[src/hdl/lss_pkg.sv]
`timescale 1ns / 1ps
// ----------------------------------------------------------------------------
// lss_pkg
// Shared types, register indexes and CORDIC constants of the scan segmenter.
// ----------------------------------------------------------------------------
package lss_pkg;

    localparam logic [29:0] GainQ30 = 30'd652032874;
    localparam logic [10:0] SegMax = 11'd2047;

    typedef enum logic [2:0] {
        REG_POSE_X = 3'd0,
        REG_POSE_Y = 3'd1,
        REG_YAW    = 3'd2,
        REG_START  = 3'd3,
        REG_STEP   = 3'd4,
        REG_TOL    = 3'd5
    } t_reg_idx;

    typedef struct packed {
        logic [15:0] range_mm;
        logic        range_valid;
        logic        end_of_scan;
    } t_in_word;

    typedef struct packed {
        logic               result_kind;
        logic signed [23:0] global_x_mm;
        logic signed [23:0] global_y_mm;
        logic [10:0]        segment_number;
        logic               starts_segment;
        logic [11:0]        segments_total;
        logic               wrap_merge;
        logic               too_few_points;
        logic               last_of_run;
    } t_out_word;

    // Queue entry between the front end and the projection engine.
    typedef struct packed {
        logic [15:0] range_mm;
        logic        range_valid;
        logic        end_of_scan;
        logic [31:0] angle;
    } t_job;

    typedef enum logic [2:0] {
        ST_IDLE,
        ST_ROTATE,
        ST_FINISH,
        ST_COMPARE,
        ST_EMIT_POINT,
        ST_EMIT_SUMMARY
    } t_state;

    function automatic logic [31:0] atan_entry(input logic [4:0] idx);
        logic [31:0] tab [32];
        tab = '{32'd536870912, 32'd316933406, 32'd167458907, 32'd85004756,
                32'd42667331, 32'd21354465, 32'd10680350, 32'd5340245,
                32'd2670675, 32'd1335087, 32'd667544, 32'd333772, 32'd166886,
                32'd83443, 32'd41722, 32'd20861, 32'd10430, 32'd5215, 32'd2608,
                32'd1304, 32'd652, 32'd326, 32'd163, 32'd81, 32'd41, 32'd20,
                32'd10, 32'd5, 32'd3, 32'd1, 32'd1, 32'd0};
        return tab[idx];
    endfunction

endpackage

[src/hdl/lss_front.sv]
`timescale 1ns / 1ps
// ----------------------------------------------------------------------------
// lss_front
// Accepts samples, tracks the beam index and queues each word with its angle.
// ----------------------------------------------------------------------------
module lss_front #(
    parameter int unsigned IDX_W   = 11,
    parameter int unsigned SAMPLES = 2048
) (
    input  logic            i_clk,
    input  logic            i_rst_n,
    input  logic            i_valid,
    output logic            o_stall,
    input  lss_pkg::t_in_word i_data,
    input  logic [31:0]     i_yaw,
    input  logic [31:0]     i_start,
    input  logic [31:0]     i_step,
    output logic            o_valid,
    input  logic            i_stall,
    output lss_pkg::t_job   o_job
);
    import lss_pkg::*;

    logic [IDX_W-1:0] r_beam, n_beam;
    logic [31:0]      r_acc, n_acc;   // beam_index * step, kept incrementally
    t_job             r_q [2];
    logic [1:0]       r_cnt;
    logic             r_wp, r_rp;
    logic             w_push, w_pop;

    assign o_stall = (r_cnt == 2'd2);
    assign w_push  = i_valid && !o_stall;
    assign o_valid = (r_cnt != 2'd0);
    assign w_pop   = o_valid && !i_stall;
    assign o_job   = r_q[r_rp];

    always_comb begin
        n_beam = r_beam;
        n_acc  = r_acc;
        if (w_push) begin
            if (i_data.end_of_scan || (r_beam == IDX_W'(SAMPLES - 1))) begin
                n_beam = '0;
                n_acc  = '0;
            end else begin
                n_beam = r_beam + 1'b1;
                n_acc  = r_acc + i_step;
            end
        end
    end

    always_ff @(posedge i_clk) begin
        if (!i_rst_n) begin
            r_beam <= '0;
            r_acc  <= '0;
            r_cnt  <= '0;
            r_wp   <= 1'b0;
            r_rp   <= 1'b0;
        end else begin
            r_beam <= n_beam;
            r_acc  <= n_acc;
            if (w_push) r_wp <= ~r_wp;
            if (w_pop)  r_rp <= ~r_rp;
            r_cnt <= r_cnt + {1'b0, w_push} - {1'b0, w_pop};
        end
    end

    always_ff @(posedge i_clk) begin
        if (w_push) begin
            r_q[r_wp] <= '{range_mm:    i_data.range_mm,
                           range_valid: i_data.range_valid,
                           end_of_scan: i_data.end_of_scan,
                           angle:       i_start + r_acc + i_yaw};
        end
    end
endmodule

[config.mk]
export PLATFORM = sky130hd
export DESIGN_NAME = lss_front
export DESIGN_NICKNAME = d
export VERILOG_FILES = /design/src/hdl/lss_pkg.sv /design/src/hdl/lss_front.sv
export SDC_FILE = /design/constraint.sdc
export NUM_CORES = 1
export LEC_CHECK = 0
export ABC_AREA = 0
export BUFFER_PORTS_ARGS = -buffer_cell sky130_fd_sc_hd__buf_4
export CAP_MARGIN = 20
export CORE_ASPECT_RATIO = 0.6
export CORE_MARGIN = 1.5
export CORE_UTILIZATION = 35
export CTS_CLUSTER_SIZE = 16
export DETAILED_ROUTE_END_ITERATION = 8
export HOLD_SLACK_MARGIN = 0.03
export PLACE_DENSITY = 0.65
export SLEW_MARGIN = 20
export SYNTH_ARGS = -nofsm -noshare
export SYNTH_HDL_FRONTEND = slang
export SYNTH_SLANG_ARGS = --single-unit
[constraint.sdc]
create_clock -name i_clk -period 6.9 [get_ports i_clk]
set_clock_uncertainty 0.15 [all_clocks]
set_input_delay 1.38 -clock i_clk [delete_from_list [all_inputs] [get_ports i_clk]]
set_output_delay 1.38 -clock i_clk [all_outputs]
set_load 0.05 [all_outputs]
==> flow_summary_export.csv, run 1 <==
group,metric,value,unit
clocking,numCtsBuffers,17,
yosys,synthCells,848,
detailed_routing,via_per_inst,5.02,
worst_setup_path,required,6910,ps
sta,period_minus_slack,4310,ps
detailed_routing,drtIter0Drc,419,
grt,track_usage,17.9,%
worst_setup_path,crit_path_start,"i_yaw[2]",
grt,globalRouteOverflowTotal,0,
pwr,power_leakage,4.71,nW
worst_setup_path,cp_max_fo,4,
sta,hold_viol,0,
cells_and_area,final_area,11400,sq um
grt,grt_pass1_wl,37.5,mm
sta,slew_headroom,35.3,%
grt,antenna_found_initial,0,
cells_and_area,drive_gt1_share,26.4,%
pwr,vdd_ir_drop_max,0.176,mV
grt,grt_pass1_vias,6773,
cells_and_area,nets,1222,
floorplan,coreArea,25700,sq um
detailed_routing,wl_met1,11.8,mm
floorplan,die_width,213,um
floorplan,design.die.area,27500,sq um
worst_setup_path,cp.arrival,4320,ps
floorplan,die_y,129,um
clocking,clk_pin_slew_worst_paths,70,ps
placement,portBuffers,169,
floorplan,ios,170,
worst_setup_path,timing.reg2reg.setup_slack,3260,ps
sta,setup-tns-final,0,ps
yosys,synth-async-reset-ratio,0,%
detailed_routing,wl_per_cell,17.1,um
yosys,syn-num-nets,1063,
clocking,cts_root_buffer,"clkbuf_16",
clocking,clock-sinks,148,
sta,max_freq,0.232,GHz
clocking,hold_buffers,0,
flow_run,maxCapViolations,0,
detailed_routing,vias,6890,
worst_setup_path,r2r_start,"r_acc[2]",
worst_setup_path,crit_type,"in -> reg",
detailed_routing,ant_nets,0,
yosys,ys.flop_type,"edfxtp_1",
clocking,clock_latency,430,ps
clocking,htree_levels,4,
clocking,ctsResizeCount,0,
sta,drv_slew,0,
sta,worst_pin_slew,968,ps
hold_path,hold_class,"reg -> reg",
yosys,ys_types,62,
yosys,seq_area_frac_synth,42.7,%
yosys,syn_area,9280,sq um
cells_and_area,fillers,2454,
detailed_routing,topRoutingLayerUsed,"met4",
yosys,yosys-top-cells-count,"edfxtp_1, nand2_1, ha_1, a21oi_1, mux2_2",
clocking,cts_tree,"yes",
sta,fin_ws,2590,ps
detailed_routing,wl,23.5,mm
cells_and_area,syn_to_final_growth,23.2,%
sta,setup_viol,0,
worst_setup_path,r2r_end,"r_q[0][30]",
placement,gp_congestion,0.918,
placement,dpl_cell_area,10900,sq um
placement,post-dp-hpwl,18.4,mm
detailed_routing,firstDrtPassIters,7,
worst_setup_path,reg2reg_depth,11,
sta,period_share,62.4,%
floorplan,start_util,36.1,%
pwr,power.total,0.00383,W
yosys,synth_largest_area_cell,"edfxtp_1",
worst_setup_path,setup.worst_path.start_class,"input pin",
yosys,synth-seq-cells,148,
worst_setup_path,crit_end,"r_q[0][30]",
outcome,status,"finished clean",
hold_path,hold_depth,2,
cells_and_area,multi_input_area,5080,sq um
detailed_routing,met2WireLength,10.0,mm
clocking,clock_path_buffers,2,
cells_and_area,seq_area,3970,sq um
yosys,synth_top_area_share,32.4,%
sta,rsz0062_at_grt,"false",
yosys,synth.most_common_cell,"edfxtp_1",
grt,grt_max_degree,51,
yosys,yosys-top-cells-area,"edfxtp_1, dfxtp_1, ha_1, fa_1, mux2_2",
detailed_routing,routed-wl-met3,1.41,mm
yosys,yosysWarnings,0,
placement,dp_slack,2140,ps
detailed_routing,drc,0,
pwr,power.density,335,nW/um^2
yosys,synth.avg_cell_area,10.9,sq um
clocking,cts_post_setup_buffers_inserted,0,
worst_setup_path,end_kind,"flop",
floorplan,rows,45,
yosys,synth-edff-count,100,
-- power by group --
part           switching (W)  leakage, nW  internal [W]
combinational        0.00110         3.11      0.000623
clock               0.000416        0.276      0.000476
sequential         0.0000531         1.33       0.00116
total                0.00157         4.71       0.00226
-- layer usage --
layer / up-vias / track usage (%)
li1: 3451 / -
met1: 3236 / 25.9
met2: 183 / 26.4
met3: 20 / 4.12
met4: 0 / 5.26
met5: - / 0
-- registers in the layout (all words and copies together) (netlist names), named ones only --
register	count
r_wp	1
r_beam	11
r_acc	32
r_cnt	2
r_rp	1
r_q	100
-- placed cells by master (no fill, tap or decap), drive strengths merged, types with 6 or more instances in the layout --
| cell | count |
|---|---|
| edfxtp | 100 |
| a21boi | 12 |
| clkbuf | 17 |
| nor2 | 44 |
| a31oi | 8 |
| o21bai | 11 |
| nand2b | 6 |
| nor2b | 13 |
| nand3 | 22 |
| nand2 | 70 |
| o211ai | 6 |
| a21o | 30 |
| buf | 173 |
| xnor2 | 38 |
| a22oi | 6 |
| nor3 | 9 |
| ha | 64 |
| xor2 | 31 |
| o21a | 7 |
| nand4 | 13 |
| clkinv | 7 |
| and2 | 10 |
| a21oi | 60 |
| o21ai | 47 |
| dfxtp | 48 |
| fa | 33 |
| and3 | 7 |
| mux2 | 50 |
| inv | 29 |
| a211oi | 9 |
-- worst min path at each step --
stage	endpoint	from	slack, ps
2_1_floorplan	r_beam[10]	r_beam[10]	290
3_5_place_dp	r_beam[10]	r_beam[10]	310
4_1_cts	r_beam[10]	r_beam[10]	330
3_3_place_gp	r_beam[10]	r_beam[10]	300
6_report	r_acc[0]	r_acc[0]	340
5_1_grt	r_beam[10]	r_beam[10]	350
-- worst max-delay path, cell delays in order --
cell and delay [ps]:
buf_4 110, fa_1 520, ha_1 330, a211oi_1 250
o21bai_1 120, a21oi_2 260, o21ai_1 130, a31o_2 280
a21o_1 210, a2111oi_0 410, o41ai_1 150, xor2_1 180
-- cell families after synthesis --
logic type / count (synthesis) / synth area share (%)
flops: 148 / 42.7
xor+xnor: 69 / 6.51
compound gates: 219 / 15.3
mux: 52 / 6.28
fa+ha+maj: 97 / 15.8
buf+inv: 55 / 2.63
simple gates: 208 / 10.8
-- metrics by stage --
stage / util [%] / hold WS, ps / instances
finish: 44.5 / 336 / 1373
global route: 44.5 / 352 / 1372
CTS: 44.5 / 330 / 1372
detailed placement: 42.3 / 314 / 1340
global placement: 42.3 / 298 / 1340
floorplan: - / 290 / 848
-- area by class of cell --
class,count,share of cell area [%]
antenna,1,0.0219
multi-input combinational,645,44.4
inverter,22,0.722
tap,352,3.85
sequential,148,34.7
clock buffer,17,3.72
clock inverter,15,1.21
timing repair buffer,173,11.4
Note: power is estimated with default switching activity, not from simulation.
==> run 2: changes to the inputs <==
PLACE_DENSITY = 0.67   (was 0.65)
clock period = 3.5 ns   (was 6.9 ns; I/O delays follow)
==> flow_summary_export.csv, run 2 (synthesized netlist as in run 1, its figures left out) <==
group,metric,value,unit
worst_setup_path,end_kind,"flop",
worst_setup_path,crit_type,"in -> reg",
pwr,vdd_ir_drop_max,0.317,mV
worst_setup_path,setup.worst_path.start_class,"input pin",
clocking,cts_root_buffer,"clkbuf_16",
clocking,clk_pin_slew_worst_paths,60,ps
floorplan,design.die.area,27500,sq um
worst_setup_path,slowest_stage,"fa_1",
placement,dp_slack,-262,ps
sta,whs,299,ps
worst_setup_path,crit_chain,"buf_4 -> fa_1 -> ha_1 -> a211oi_2 -> o21bai_1 -> a21oi_2 -> o21ai_1 -> a31o_2 -> a21o_1 -> a2111oi_2 -> o41ai_1 -> xor2_1",
grt,grt_max_degree,51,
hold_path,min_from,"i_data[9]",
detailed_routing,wl,24.1,mm
sta,period_minus_slack,3310,ps
flow_run,maxCapViolations,0,
cells_and_area,regMostFlops,"r_q",
worst_setup_path,timing.reg2reg.setup_slack,220,ps
floorplan,start_util,36.1,%
hold_path,hold_class,"in -> reg",
detailed_routing,drc,0,
floorplan,die_y,129,um
clocking,cts_tree,"yes",
hold_path,min_to,"r_q[1][41]",
sta,rsz0062_at_grt,"false",
grt,antenna_found_initial,1,
detailed_routing,via_per_inst,5.00,
sta,period_share,94.5,%
cells_and_area,nets,1278,
clocking,ctsResizeCount,0,
clocking,clock-sinks,148,
grt,grt_pass1_wl,36.8,mm
cells_and_area,final_cells,1428,
floorplan,die_width,213,um
cells_and_area,syn_to_final_growth,28.3,%
cells_and_area,largest_reg_flops,100,
pwr,power.density,655,nW/um^2
worst_setup_path,cp.arrival,3320,ps
placement,dpl_cell_area,11300,sq um
cells_and_area,drive_gt1_share,30.9,%
grt,track_usage,17.6,%
sta,drv_slew,0,
worst_setup_path,cp_slowest_stage_delay,490,ps
clocking,htree_levels,4,
sta,hold_viol,0,
worst_setup_path,r2r_start,"r_acc[7]",
detailed_routing,wl_per_cell,16.9,um
clocking,clock_latency,440,ps
floorplan,ios,170,
sta,setup_viol,0,
detailed_routing,drtIter0Drc,430,
cells_and_area,mostFrequentLayoutCells,"buf_4, edfxtp_1, nand2_1",
clocking,hold_buffers,0,
detailed_routing,vias,7146,
worst_setup_path,r2r_end,"r_q[1][30]",
sta,fin_ws,193,ps
outcome,status,"finished clean",
clocking,numCtsBuffers,17,
worst_setup_path,reg2reg_depth,11,
placement,post-dp-hpwl,18.6,mm
placement,numPlacedInstances,1396,
sta,max_freq,0.302,GHz
hold_path,hold_depth,1,
grt,grt_pass1_vias,6850,
sta,worst_pin_slew,826,ps
clocking,cts_post_setup_buffers_inserted,0,
clocking,clock_path_buffers,2,
worst_setup_path,required,3510,ps
cells_and_area,utilization,46.4,%
worst_setup_path,cp_max_fo,3,
placement,portBuffers,169,
detailed_routing,firstDrtPassIters,4,
cells_and_area,final_area,11900,sq um
detailed_routing,ant_nets,0,
sta,slew_headroom,44.7,%
cells_and_area,layout_commonest_cell,"buf_4",
floorplan,rows,45,
placement,gp_congestion,0.882,
cells_and_area,reg_top3,"r_q x100, r_acc x32, r_beam x11",
pwr,power_leakage,4.99,nW
floorplan,coreArea,25700,sq um
grt,globalRouteOverflowTotal,0,
run 2: cell types whose count changed in the layout (fill, tap and decap cells not counted), moves of 2 or more:
| cell | change |
|---|---|
| buf_12 | +2 |
| clkinv_4 | -3 |
| dfxtp_2 | +2 |
| inv_6 | +3 |
| a21oi_1 | -2 |
| a21oi_2 | +2 |
| clkinvlp_4 | +2 |
| buf_4 | +54 |
| inv_8 | -2 |
| dfxtp_1 | -2 |
run 2: how the worst max path moves through the flow:
stage                     from         end  cells after the start
detailed placement  i_start[2]  r_q[1][30]                     12
finish              i_start[2]  r_q[1][30]                     12
CTS                   r_acc[2]  r_q[1][30]                     11
global placement    i_start[2]  r_q[0][30]                     12
floorplan           i_start[2]  r_q[0][30]                     11
global route          r_acc[7]  r_q[0][30]                     11
run 2: power by group:
part	internal [W]	switching (W)	leakage, nW
clock network	0.000996	0.000814	0.271
logic	0.00139	0.00217	3.39
registers	0.00229	0.000134	1.33
total	0.00468	0.00312	4.99
run 2: final cells by class:
class,instances,area (sq um)
fillers,2402,13800
clock buffers,17,425
diodes,1,2.50
clock inverters,14,141
inverters,22,82.6
flip-flops and latches,148,3970
well taps,352,440
repair buffers,229,1740
multi-input cells,645,5100
run 2: through the flow:
step | total power, W | TNS, ps
6_report | 0.00780 | 0
4_1_cts | 0.00785 | 0
3_5_place_dp | 0.00602 | -4230
2_1_floorplan | 0.00487 | -221
5_1_grt | 0.00821 | 0
3_3_place_gp | 0.00598 | -3130
run 2: critical path: cells and delay by family:
family / cells / cell delay (ps)
fa+ha+maj: 2 / 810
xor+xnor: 1 / 160
compound gates: 8 / 1520
buf+inv: 1 / 110
run 2: per-layer routing:
metal | share of wire [%] | vias to the layer above | routed length (um) | GRT usage, %
met4 | 1.7 | 0 | 409 | 6.09
met3 | 6.2 | 27 | 1480 | 4.17
met1 | 49 | 3398 | 11900 | 25.2
met2 | 43 | 167 | 10300 | 26.1
li1 | - | 3554 | - | -
met5 | 0 | - | 0 | 0
==> run 3: changes to the inputs <==
ABC_AREA = not set   (was 0)
PLACE_DENSITY = 0.65   (was 0.67)
TNS_END_PERCENT = 1   (was not set)
clock period = 4.3 ns   (was 3.5 ns; I/O delays follow)
==> flow_summary_export.csv, run 3 (synthesized netlist as in run 1, its figures left out) <==
group,metric,value,unit
placement,portBuffers,169,
detailed_routing,drtIter0Drc,399,
detailed_routing,ant_nets,0,
floorplan,rows,45,
detailed_routing,wl_per_cell,17.1,um
clocking,clock_latency,420,ps
cells_and_area,largest_reg_flops,100,
clocking,htree_levels,4,
worst_setup_path,r2r_end,"r_q[1][30]",
grt,track_usage,17.5,%
placement,post-dp-hpwl,18.6,mm
sta,setup-tns-final,0,ps
detailed_routing,drc,0,
clocking,hold_buffers,0,
pwr,power.density,534,nW/um^2
floorplan,ios,170,
clocking,cts_tree,"yes",
clocking,clock-sinks,148,
detailed_routing,wl,23.6,mm
sta,slew_headroom,51.0,%
cells_and_area,syn_to_final_growth,23.6,%
grt,grt_pass1_vias,6804,
placement,numPlacedInstances,1347,
flow_run,maxCapViolations,0,
floorplan,design.die.area,27500,sq um
cells_and_area,mostFrequentLayoutCells,"buf_4, edfxtp_1, nand2_1",
worst_setup_path,timing.reg2reg.setup_slack,700,ps
clocking,numCtsBuffers,17,
sta,hold_viol,0,
cells_and_area,regMostFlops,"r_q",
worst_setup_path,crit_type,"in -> reg",
clocking,clk_pin_slew_worst_paths,60,ps
detailed_routing,via_per_inst,5.01,
clocking,ctsResizeCount,0,
hold_path,hold_class,"reg -> reg",
sta,rsz0062_at_grt,"false",
worst_setup_path,end_kind,"flop",
cells_and_area,drive_gt1_share,26.8,%
worst_setup_path,cp_max_fo,3,
outcome,status,"finished clean",
pwr,power_leakage,4.73,nW
detailed_routing,vias,6910,
grt,grt_pass1_wl,36.7,mm
cells_and_area,layout_commonest_cell,"buf_4",
detailed_routing,firstDrtPassIters,5,
hold_path,min_to,"r_acc[0]",
pwr,vdd_ir_drop_max,0.271,mV
sta,period_share,87.6,%
worst_setup_path,reg2reg_depth,11,
placement,gp_congestion,0.906,
floorplan,start_util,36.1,%
grt,antenna_found_initial,1,
sta,drv_slew,0,
floorplan,coreArea,25700,sq um
grt,grt_max_degree,39,
worst_setup_path,required,4300,ps
floorplan,die_y,129,um
sta,setup_viol,0,
clocking,cts_root_buffer,"clkbuf_16",
floorplan,die_width,213,um
clocking,cts_post_setup_buffers_inserted,0,
cells_and_area,reg_top3,"r_q x100, r_acc x32, r_beam x11",
worst_setup_path,setup.worst_path.start_class,"input pin",
worst_setup_path,r2r_start,"r_acc[2]",
clocking,clock_path_buffers,2,
grt,globalRouteOverflowTotal,0,
cells_and_area,final_cells,1380,
cells_and_area,nets,1229,
pwr,power.total,0.00613,W
hold_path,min_from,"r_acc[0]",
sta,worst_pin_slew,735,ps
cells_and_area,utilization,44.7,%
worst_setup_path,cp.arrival,3770,ps
hold_path,hold_depth,2,
sta,max_freq,0.265,GHz
sta,period_minus_slack,3770,ps
## run 3: report_power, final
group / internal, W / switching [W] / total (W)
combinational: 0.00102 / 0.00174 / 0.00275
clock: 0.000752 / 0.000634 / 0.00139
sequential: 0.00187 / 0.000121 / 0.00199
total: 0.00364 / 0.00249 / 0.00613
## run 3: worst max-delay path, cell delays in order
cell and delay, ps:
buf_4 120, fa_1 520, ha_1 340, a211oi_1 260
o21bai_1 130, a21oi_2 170, o21ai_1 110, a31o_2 280
a21o_1 200, a2111oi_0 460, o41ai_1 160, xor2_1 170
## run 3: stage by stage
step                area (sq um)  worst slack (ps)  hold slack (ps)
floorplan                   9280               120              290
global placement           10900               198              300
detailed placement         10900              91.9              334
CTS                        11500               547              345
global route               11500               401              366
finish                     11500               532              347
## run 3: how the worst max path moves through the flow
stage | from | slack (ps) | endpoint
after floorplan | i_valid | 120 | r_q[0][0]
after global placement | i_yaw[2] | 200 | r_q[0][30]
after detailed placement | i_yaw[2] | 90 | r_q[0][30]
after CTS | i_yaw[2] | 550 | r_q[1][30]
after global routing | i_yaw[1] | 400 | r_q[1][25]
final | i_yaw[2] | 530 | r_q[1][30]
## run 3: final cells by class
cell class	count	area [sq um]
fill	2453	14200
multi-input combinational	645	5080
sequential	148	3970
timing repair buffer	180	1350
tap	352	440
clock buffer	17	425
clock inverter	15	120
inverter	22	82.6
antenna	1	2.50
## run 3: per-layer routing
layer | vias to the layer above | share of wire [%] | global-route usage [%]
met5 | - | 0 | 0
met4 | 0 | 1.6 | 5.59
met3 | 20 | 4.3 | 3.15
met2 | 162 | 43 | 25.8
met1 | 3278 | 51 | 26.0
li1 | 3450 | - | -
